`config.mk`:
```
export PLATFORM = sky130hd
export DESIGN_NAME = line_midpoint_rasterizer_core
export DESIGN_NICKNAME = d
export VERILOG_FILES = /design/src/rtl/core/lmr_pkg.sv /design/src/rtl/core/lmr_addsub.sv /design/src/rtl/core/lmr_ctrl.sv /design/src/rtl/core/line_midpoint_rasterizer_core.sv
export SDC_FILE = /design/constraint.sdc
export NUM_CORES = 1
export LEC_CHECK = 0
export BUFFER_PORTS_ARGS = -buffer_cell sky130_fd_sc_hd__buf_2
export CAP_MARGIN = 30
export CORE_ASPECT_RATIO = 1.75
export CORE_MARGIN = 8
export CORE_UTILIZATION = 55
export CTS_CLUSTER_DIAMETER = 40
export DETAILED_ROUTE_END_ITERATION = 8
export GPL_TIMING_DRIVEN = 0
export PLACE_DENSITY_LB_ADDON = 0.08
export SLEW_MARGIN = 10
export SYNTH_ARGS = -nofsm -noshare
export SYNTH_HDL_FRONTEND = slang
export SYNTH_HIERARCHICAL = 1
export SYNTH_SLANG_ARGS = --single-unit
```
`constraint.sdc`:
```
create_clock -name clk -period 5.9 [get_ports clk]
set_input_delay 1.475 -clock clk [delete_from_list [all_inputs] [get_ports clk]]
set_output_delay 1.475 -clock clk [all_outputs]
set_load 0.05 [all_outputs]
```
`src/rtl/core/lmr_pkg.sv`:
```
package lmr_pkg;

  localparam int COORD_BITS = 6;
  // decision value range: |D| stays well below 2^(2*COORD_BITS+3)
  localparam int DEC_W = 2 * COORD_BITS + 4;
  localparam int IN_TDATA_W = ((4 * COORD_BITS + 7) / 8) * 8;
  localparam int OUT_TDATA_W = ((2 * COORD_BITS + 7) / 8) * 8;

  typedef logic [COORD_BITS-1:0] coord_t;
  typedef logic signed [DEC_W-1:0] dec_t;

  typedef struct packed {
    coord_t x;
    coord_t y;
    logic   last;
  } pixel_t;

endpackage

```
`src/rtl/core/lmr_addsub.sv`:
```
module lmr_addsub
  import lmr_pkg::*;
(
  input  dec_t opa,
  input  dec_t opb,
  input  logic sub,
  output dec_t sum
);

  dec_t opb_inv;

  assign opb_inv = opb ^ {DEC_W{sub}};
  assign sum = opa + opb_inv + dec_t'(sub);

endmodule

```
`src/rtl/core/lmr_ctrl.sv`:
```
module lmr_ctrl
  import lmr_pkg::*;
(
  input  logic   clk,
  input  logic   rst_n,
  input  logic   seg_valid,
  output logic   seg_ready,
  input  coord_t seg_x0,
  input  coord_t seg_y0,
  input  coord_t seg_x1,
  input  coord_t seg_y1,
  output logic   pix_valid,
  input  logic   pix_ready,
  output pixel_t pix
);

  localparam logic [2:0] ST_IDLE = 3'd0;
  localparam logic [2:0] ST_A    = 3'd1;
  localparam logic [2:0] ST_B    = 3'd2;
  localparam logic [2:0] ST_MAJ  = 3'd3;
  localparam logic [2:0] ST_M    = 3'd4;
  localparam logic [2:0] ST_C    = 3'd5;
  localparam logic [2:0] ST_D    = 3'd6;
  localparam logic [2:0] ST_RUN  = 3'd7;

  logic [2:0] state_r, state_nxt;
  coord_t x_r, y_r, xe_r, ye_r;
  coord_t x_nxt, y_nxt, xe_nxt, ye_nxt;
  dec_t a_r, b_r, m_r, c_r, d_r;
  dec_t a_nxt, b_nxt, m_nxt, c_nxt, d_nxt;
  logic xmaj_r, xmaj_nxt;

  dec_t opa, opb, sum;
  logic sub;
  logic swap, a_neg, a_pos, d_neg, d_zero, step, last, fire;
  dec_t a2, b2;

  lmr_addsub u_addsub (
    .opa (opa),
    .opb (opb),
    .sub (sub),
    .sum (sum)
  );

  assign a2 = a_r <<< 1;
  assign b2 = b_r <<< 1;
  assign a_neg = a_r[DEC_W-1];
  assign a_pos = !a_neg && (a_r != '0);
  assign d_neg = d_r[DEC_W-1];
  assign d_zero = (d_r == '0);
  assign swap = seg_x0 > seg_x1;

  // midpoint test on the current pixel
  always_comb begin
    if (xmaj_r) begin
      step = a_neg ? d_neg : !d_neg;
    end else begin
      step = a_neg ? (!d_neg && !d_zero) : (d_neg || d_zero);
    end
  end

  assign last = xmaj_r ? (x_r == xe_r) : (y_r == ye_r);
  assign seg_ready = (state_r == ST_IDLE);
  assign pix_valid = (state_r == ST_RUN);
  assign fire = pix_valid && pix_ready;
  assign pix.x = x_r;
  assign pix.y = y_r;
  assign pix.last = last;

  // shared adder operand select
  always_comb begin
    opa = '0;
    opb = '0;
    sub = 1'b0;
    unique case (state_r)
      ST_A: begin
        opa = dec_t'(y_r);
        opb = dec_t'(ye_r);
        sub = 1'b1;
      end
      ST_B: begin
        opa = dec_t'(xe_r);
        opb = dec_t'(x_r);
        sub = 1'b1;
      end
      ST_MAJ: begin
        opa = a_r;
        opb = b_r;
      end
      ST_M: begin
        if (xmaj_r) begin
          opa = a2;
        end else begin
          opb = b2;
          sub = a_pos;
        end
      end
      ST_C: begin
        opa = m_r;
        if (xmaj_r) begin
          opb = b2;
          sub = !a_neg;
        end else begin
          opb = a2;
        end
      end
      ST_D: begin
        opa = a2;
        opb = b_r;
      end
      ST_RUN: begin
        opa = d_r;
        opb = step ? c_r : m_r;
      end
      default: begin
        opa = '0;
      end
    endcase
  end

  always_comb begin
    state_nxt = state_r;
    x_nxt = x_r;
    y_nxt = y_r;
    xe_nxt = xe_r;
    ye_nxt = ye_r;
    a_nxt = a_r;
    b_nxt = b_r;
    m_nxt = m_r;
    c_nxt = c_r;
    d_nxt = d_r;
    xmaj_nxt = xmaj_r;
    unique case (state_r)
      ST_IDLE: begin
        if (seg_valid) begin
          x_nxt = swap ? seg_x1 : seg_x0;
          y_nxt = swap ? seg_y1 : seg_y0;
          xe_nxt = swap ? seg_x0 : seg_x1;
          ye_nxt = swap ? seg_y0 : seg_y1;
          state_nxt = ST_A;
        end
      end
      ST_A: begin
        a_nxt = sum;
        state_nxt = ST_B;
      end
      ST_B: begin
        b_nxt = sum;
        state_nxt = ST_MAJ;
      end
      ST_MAJ: begin
        // b > |a| when b > a and b > -a
        xmaj_nxt = (b_r > a_r) && !sum[DEC_W-1] && (sum != '0);
        state_nxt = ST_M;
      end
      ST_M: begin
        m_nxt = sum;
        state_nxt = ST_C;
      end
      ST_C: begin
        c_nxt = sum;
        state_nxt = ST_D;
      end
      ST_D: begin
        d_nxt = sum;
        state_nxt = ST_RUN;
      end
      ST_RUN: begin
        if (fire) begin
          d_nxt = sum;
          if (xmaj_r) begin
            x_nxt = x_r + coord_t'(1);
            if (step) begin
              y_nxt = a_neg ? y_r + coord_t'(1) : y_r - coord_t'(1);
            end
          end else begin
            y_nxt = a_pos ? y_r - coord_t'(1) : y_r + coord_t'(1);
            if (step) begin
              x_nxt = x_r + coord_t'(1);
            end
          end
          if (last) begin
            state_nxt = ST_IDLE;
          end
        end
      end
      default: begin
        state_nxt = ST_IDLE;
      end
    endcase
  end

  always_ff @(posedge clk) begin
    if (!rst_n) begin
      state_r <= ST_IDLE;
    end else begin
      state_r <= state_nxt;
    end
  end

  always_ff @(posedge clk) begin
    x_r <= x_nxt;
    y_r <= y_nxt;
    xe_r <= xe_nxt;
    ye_r <= ye_nxt;
    a_r <= a_nxt;
    b_r <= b_nxt;
    m_r <= m_nxt;
    c_r <= c_nxt;
    d_r <= d_nxt;
    xmaj_r <= xmaj_nxt;
  end

endmodule

```
`src/rtl/core/line_midpoint_rasterizer_core.sv`:
```
// channel | dir | tdata (low bit up)                    | tuser | tlast
// in_     | in  | start_x, start_y, end_x, end_y        | -     | -
// out_    | out | pixel_x, pixel_y, zero pad            | -     | last_pixel
//
// a line yields n pixels, n = |major difference| + 1 (up to 64), after six setup steps
// (A, B, MAJ, M, C, D) on the single shared adder, then one pixel per cycle while out_tready
// allows, through the output register.
// in_tready is high only while no line is being walked.
// a stalled out_tready holds the output register and freezes the walk.
// rst_n is synchronous and clears the sequencer and the output valid.
module line_midpoint_rasterizer_core
  import lmr_pkg::*;
(
  input  logic                   clk,
  input  logic                   rst_n,
  input  logic                   in_tvalid,
  output logic                   in_tready,
  input  logic [IN_TDATA_W-1:0]  in_tdata,  // start_x, start_y, end_x, end_y
  output logic                   out_tvalid,
  input  logic                   out_tready,
  output logic [OUT_TDATA_W-1:0] out_tdata, // pixel_x, pixel_y, zero pad
  output logic                   out_tlast
);

  logic   pix_valid, pix_ready;
  pixel_t pix;
  logic   out_valid_r;
  pixel_t out_pix_r;

  lmr_ctrl u_ctrl (
    .clk       (clk),
    .rst_n     (rst_n),
    .seg_valid (in_tvalid),
    .seg_ready (in_tready),
    .seg_x0    (in_tdata[COORD_BITS-1:0]),
    .seg_y0    (in_tdata[2*COORD_BITS-1:COORD_BITS]),
    .seg_x1    (in_tdata[3*COORD_BITS-1:2*COORD_BITS]),
    .seg_y1    (in_tdata[4*COORD_BITS-1:3*COORD_BITS]),
    .pix_valid (pix_valid),
    .pix_ready (pix_ready),
    .pix       (pix)
  );

  // output register takes a new pixel when empty or draining
  assign pix_ready = !out_valid_r || out_tready;

  always_ff @(posedge clk) begin
    if (!rst_n) begin
      out_valid_r <= 1'b0;
    end else if (pix_ready) begin
      out_valid_r <= pix_valid;
    end
  end

  always_ff @(posedge clk) begin
    if (pix_ready && pix_valid) begin
      out_pix_r <= pix;
    end
  end

  assign out_tvalid = out_valid_r;
  assign out_tdata = OUT_TDATA_W'({out_pix_r.y, out_pix_r.x});
  assign out_tlast = out_pix_r.last;

endmodule

```
Word-level counts from Yosys, hierarchy flattened
Index checks and enable logic that the tools add are counted.

Add/sub/neg operators: 5. $lt $le $gt $ge: 2. Equal/unequal tests: 14. Multiplexer cells: 35. Bitwise logic cells: 1. Reductions and logical operators: 25.

Operators with widths (count): case mux 16 bit (7 select lines) (1); case mux 16 bit (6 select lines) (1); two-way mux 6 bit (14); two-way mux 16 bit (5); case mux 16 bit (2 select lines) (1); nonzero test 16 bit (2); case mux 3 bit (8 select lines) (1); case mux 6 bit (2 select lines) (2); adder 16 bit (1); adder 16 x 2 -> 16 bit (1); greater-than comparator 16 bit (1); logical NOT 16 bit (1); XOR 16 bit (1); adder 6 x 1 -> 6 bit (second input constant) (2); == test 3 bit (second input constant) (4); == test 6 bit (2); two-way mux 3 bit (3); AND reduction 4 bit (2); == test 3 x 2 -> 1 bit (second input constant) (2); greater-than comparator 6 bit (1); two-way mux 1 bit (6); subtractor 6 x 1 -> 6 bit (second input constant) (1); logical AND 1 bit (5); logical NOT 1 bit (5); 12 further kinds (17).

Register bits after elaboration: 122. Input bits: 28. Word-level logic and storage cells: 97.

Logic depth before layout (Yosys ltp)
Depth in word-level cells: 13. Gate-level depth with buffers: 21. Mapped depth without buffers: 20.

Cells and area by module
Netlist, hierarchy kept.

By module, submodules not included: lmr_ctrl (times used 1, cells each 521, area each 6202.2 um^2); lmr_addsub (times used 1, cells each 97, area each 788.3 um^2); line_midpoint_rasterizer_core (times used 1, cells each 23, area each 481.7 um^2).

Least setup slack after synthesis
No wires, ideal clock.

Path kind: reg2reg. Start: register u_ctrl.state_r[1]. End: register u_ctrl.xmaj_r, data pin. Library setup time: 0.273 ns. Arrival time: 5.304 ns. Required time: 5.627 ns. Path slack: 0.323 ns. Cell stages (with the launch flop): 19. Path buffers: 3. Clock period less this slack: 5.577 ns. Cell sequence: dfxtp_1 -> buf_1 -> inv_2 -> nor3_1 -> o21bai_1 -> buf_2 -> buf_1 -> xor2_1 -> fa_1 -> a21o_2 -> a221oi_2 -> o31ai_1 -> or4_1 -> o21ai_2 -> xnor2_1 -> nor3_1 -> nand4_1 -> nand3_1 -> a31oi_1.

Word-level cells in the longest chain between the ends: 9. Elaborated cells between the ends (all ways): 19.

Ends and longest elaborated chain: from (decl) (RTL line lmr_ctrl.sv:26) `logic [2:0] state_r, state_nxt;`; from (signal assigned) (RTL line lmr_ctrl.sv:197) `state_r <= state_nxt;`; == test 3 x 1 -> 1 bit or == test 3 x 2 -> 1 bit (tied branches) (RTL line lmr_ctrl.sv:75) `unique case (state_r)`; OR reduction 2 bit (no line); case mux 1 bit (3 select lines) (*) (RTL line lmr_ctrl.sv:75); via u_ctrl.sub (RTL line lmr_ctrl.sv:34) `logic sub;`; XOR 16 bit (RTL line lmr_addsub.sv:12) `assign opb_inv = opb ^ {DEC_W{sub}};`; adder 16 bit (RTL line lmr_addsub.sv:13) `assign sum = opa + opb_inv + dec_t'(sub);`; adder 16 x 2 -> 16 bit (*) (RTL line lmr_addsub.sv:13); parallel branches: the longest is 2 deep, another holds nonzero test 16 bit; logical AND 1 bit (*) (RTL line lmr_ctrl.sv:153) `xmaj_nxt = (b_r > a_r) && !sum[DEC_W-1] && (sum != '0);`; to (signal assigned) (RTL line lmr_ctrl.sv:211) `xmaj_r <= xmaj_nxt;`; to (decl) (RTL line lmr_ctrl.sv:31) `logic xmaj_r, xmaj_nxt;`.

Mark *: on every way through the listed nets, which the timed path passes. A chain may end at the register's enable or synchronous reset.

Worst setup path after layout
Start: register u_ctrl.d_r[7]. End: register u_ctrl.xmaj_r, data pin.

Word-level cells in the longest chain between the ends: 13. Elaborated cells between the ends (all ways): 16.

Ends and longest elaborated chain: from (decl) (RTL line lmr_ctrl.sv:29) `dec_t a_r, b_r, m_r, c_r, d_r;`; from (signal assigned) (RTL line lmr_ctrl.sv:210) `d_r <= d_nxt;`; logical NOT 16 bit (*) (RTL line lmr_ctrl.sv:50) `assign d_zero = (d_r == '0);`; logical NOT 1 bit (RTL line lmr_ctrl.sv:58) `step = a_neg ? (!d_neg && !d_zero) : (d_neg || d_zero);`; logical AND 1 bit (RTL line lmr_ctrl.sv:58); two-way mux 1 bit (*) (RTL line lmr_ctrl.sv:58); two-way mux 1 bit (*) (RTL line lmr_ctrl.sv:55) `if (xmaj_r) begin`; two-way mux 16 bit (*) (RTL line lmr_ctrl.sv:113) `opb = step ? c_r : m_r;`; case mux 16 bit (6 select lines) (*) (RTL line lmr_ctrl.sv:75); via u_ctrl.opb[0] (RTL line lmr_ctrl.sv:33) `dec_t opa, opb, sum;`; XOR 16 bit (*) (RTL line lmr_addsub.sv:12); adder 16 bit (*) (RTL line lmr_addsub.sv:13); adder 16 x 2 -> 16 bit (*) (RTL line lmr_addsub.sv:13); parallel branches: the longest is 2 deep, another holds nonzero test 16 bit; logical AND 1 bit (*) (RTL line lmr_ctrl.sv:153).

Marked as above.

==> impl_metrics.py <==
metrics = {
    "run_status": {
        "run_status": "complete, no violations",
    },
    "sta": {
        "slew_headroom_pct": 39.9,
        "final.min_clock_period_ns": 5.71,
        "skew_ns": 0.00887,
        "hold_viol": 0,
        "min_period_over_period_pct": 96.8,
        "finalSetupViolCount": 0,
        "worst_pin_slew_ns": 0.901,
        "fmax_mhz": 175,
        "rsz0062_at_grt": "false",
        "drv_slew": 0,
        "hold_ws_ns": 0.459,
    },
    "worst_setup_path": {
        "crit_chain": "nor4_1 -> a41oi_1 -> a21oi_2 -> xnor2_4 -> mux2i_1 -> o21ai_1 -> mux2i_2 -> inv_1 -> fa_1 -> a21o_2 -> a221oi_4 -> o31ai_1 -> or4_1 -> o21ai_2 -> xnor2_1 -> nor3_1 -> nand4_1 -> nand3_1 -> a31oi_1",
        "critical_path_class": "reg2reg",
        "worst_path_max_delay_cell": "nor4_1",
        "critPathArrivalTime_ns": 5.87,
        "max_stage_delay_ns": 0.57,
        "cp_max_fo": 9,
        "end_kind": "register",
        "worstSetupStartpointType": "register",
        "worstPathRequired_ns": 6.06,
    },
    "yosys": {
        "synthFlopType": "edfxtp_1",
        "synth_edf_count": 118,
        "ys_ff_latch": 122,
        "yosys.area.top_type": "edfxtp_1",
        "syn-cell-area_sq_um": 7470,
        "yosys_warnings": 6,
        "netlist.area_leader.share_pct": 47.4,
        "async_reset_ff_share_pct": 0,
        "synth-seq-area-share_pct": 48.5,
        "avgSynthCellArea_sq_um": 11.7,
        "synth_cell_type_count": 69,
        "yosys-top-cells-area": "edfxtp_1 (47%), mux2i_1 (7.4%), ha_1 (6.7%)",
        "netlist_instances": 641,
    },
    "place": {
        "dp_hpwl_microns": 16700,
        "port_buffers": 42,
        "routabilityCongestion": 0.970,
        "dp.cells": 866,
    },
    "finish": {
        "num_antenna_cells": 0,
        "fin_cells": 898,
        "final_util_pct": 65.3,
        "nets": 780,
        "drive_gt1_share_pct": 18.2,
        "syn_to_final_growth_pct": 16.3,
    },
    "floorplan": {
        "io_pins": 47,
        "fp.dieW_microns": 104,
        "die_y_microns": 170,
        "die_area_sq_um": 17700,
        "core_area_sq_um": 13300,
        "start_util_pct": 56.1,
        "rows": 56,
    },
    "clocking": {
        "clkSinkCount": 122,
        "cts_setup_buffers": 0,
        "clk_path_buf_depth": 2,
        "cts_made_buffers": 17,
        "tritoncts": "done",
        "insertion_delay_ns": 0.42,
        "root_buffer": "clkbuf_16",
        "clk_pin_slew_ns": 0.06,
        "ctsHtreeMaxLevel": 4,
    },
    "routing": {
        "wirelength_microns": 22300,
        "drtIter0Drc": 432,
        "viasPerCell": 6.40,
        "num_vias": 5747,
        "first_pass_iters": 6,
        "drc_errors": 0,
        "ant_nets": 0,
        "wire_per_inst_microns": 24.9,
    },
    "global_route": {
        "track_usage_pct": 26.3,
        "grt_pass1_wl_microns": 34900,
        "grt_max_degree": 17,
        "grt_pass1_vias": 6253,
        "antenna_found_initial": 0,
        "grt_overflow_total": 0,
    },
    "job": {
        "drv_cap": 0,
    },
    "power_and_ir_drop": {
        "p_per_area_nw_per_um2": 381,
        "ir_worst_vdd_v": 0.000280,
        "p_leak_nw": 3.48,
        "power_mw": 3.31,
    },
    "hold_path": {
        "hold_class": "reg2reg",
    },
}
## registers in the layout, summed over array words and instances (netlist names), 6 cells and up
register / cells
u_ctrl/a_r: 16
out_tdata: 12
u_ctrl/b_r: 16
u_ctrl/d_r: 16
u_ctrl/x_r: 6
u_ctrl/xe_r: 6
u_ctrl/c_r: 16
u_ctrl/y_r: 6
u_ctrl/ye_r: 6
u_ctrl/m_r: 16
## per-layer routing
| metal | wire length, microns | track usage (%) |
|---|---|---|
| met1 | 7510 | 24.5 |
| met2 | 11900 | 48.3 |
| met3 | 1200 | 5.60 |
| met4 | 1730 | 21.7 |
| met5 | 0 | 0 |
## layout by cell type, fill, tap and decap left out, drive strengths merged, types with 2 or more instances in the layout
cell / count
edfxtp: 118
buf: 68
mux2i: 55
o21ai: 48
a21oi: 45
ha: 40
clkbuf: 37
nand2: 33
inv: 33
xnor2: 29
a22o: 27
xor2: 25
nor2: 23
mux2: 16
nand3: 10
nor4: 10
nand4: 8
and3: 8
a21o: 8
nor3: 7
a221oi: 6
bufinv: 5
nor2b: 5
a32oi: 5
clkinv: 5
conb: 4
dfxtp: 4
and2: 4
o21a: 3
nand2b: 3
a41oi: 3
a22oi: 2
a2bb2oi: 2
o21bai: 2
a221o: 2
a31o: 2
a21boi: 2
or4: 2
a211oi: 2
## cells by family (layout without fill, tap and decap cells)
kind of cell    Yosys count  in the layout  share of synthesized area [%]
compound gates          167            167                           15.3
mux                      72             72                           10.1
flops                   122            122                           48.5
simple gates            115            115                           8.31
other cells               1              4                         0.0502
fa+ha+maj                41             41                           6.97
buf+inv                  69            149                           4.22
xor+xnor                 54             54                           6.58
## power by group
group	leakage (nW)	switching (mW)	total [mW]	internal (mW)
logic	2.04	0.582	0.907	0.325
clock network	0.317	0.382	1.15	0.772
registers	1.12	0.101	1.25	1.15
total	3.48	1.06	3.31	2.25
## per-stage QoR
stage | setup TNS [ns] | setup slack [ns] | instance area (sq um)
final | 0 | 0.189 | 8690
after detailed placement | -0.361 | -0.361 | 8010
after global routing | 0 | 0.0959 | 8690
after floorplan | 0 | 0.323 | 7480
after global placement | -64.21 | -1.91 | 7910
after CTS | 0 | 0.00861 | 8670
## cell usage after synthesis (8+ instances only)
library cell and number:
inv_1 29, nand3_1 10, o21ai_0 9, ha_1 40, xor2_1 25, nand4_1 8
edfxtp_1 118, nor2_1 23, xnor2_1 28, mux2_1 11, a21oi_1 44, clkbuf_1 15
nand2_1 33, o21ai_1 37, a22o_1 26, mux2i_1 55
## path summary, 6_finish.rpt
| check | startpoint | slack, ns | end | depth (start not counted) |
|---|---|---|---|---|
| setup reg to reg | u_ctrl/d_r[7]$_DFFE_PP_ | 0.19 | u_ctrl/xmaj_r$_DFFE_PN_ | 19 |
| hold / removal | u_ctrl/y_r[2]$_DFFE_PP_ | 0.46 | out_tdata[8]$_DFFE_PP_ | 0 |
| setup / recovery | u_ctrl/d_r[7]$_DFFE_PP_ | 0.19 | u_ctrl/xmaj_r$_DFFE_PN_ | 19 |
| hold reg to reg | u_ctrl/y_r[2]$_DFFE_PP_ | 0.46 | out_tdata[8]$_DFFE_PP_ | 0 |
## what timing repair did
action,in CTS,in global routing
hold buffers,0,0
resized for setup,4,6
setup endpoints to repair,1,1
endpoints found under the hold margin,0,0
## critical path: cells and delay by family, from the launching register on
family	cells	cell delay, ns
buffers and inverters	1	0.13
XOR/XNOR	2	0.48
AO/OA/AOI/OAI	8	1.65
multiplexers	2	0.59
AND/OR/NAND/NOR	5	1.63
adder cells (fa/ha/maj)	1	0.44
flip-flops	1	0.50
## area by class of cell
type / count / area, sq um
buffer: 36 / 196
clock buffer: 21 / 460
clock inverter: 11 / 194
fill: 1070 / 4630
inverter: 33 / 124
multi-input combinational: 453 / 3590
sequential: 122 / 3620
tap: 174 / 218
timing repair buffer: 48 / 282
No activity file was read; power rests on OpenSTA's default activity.
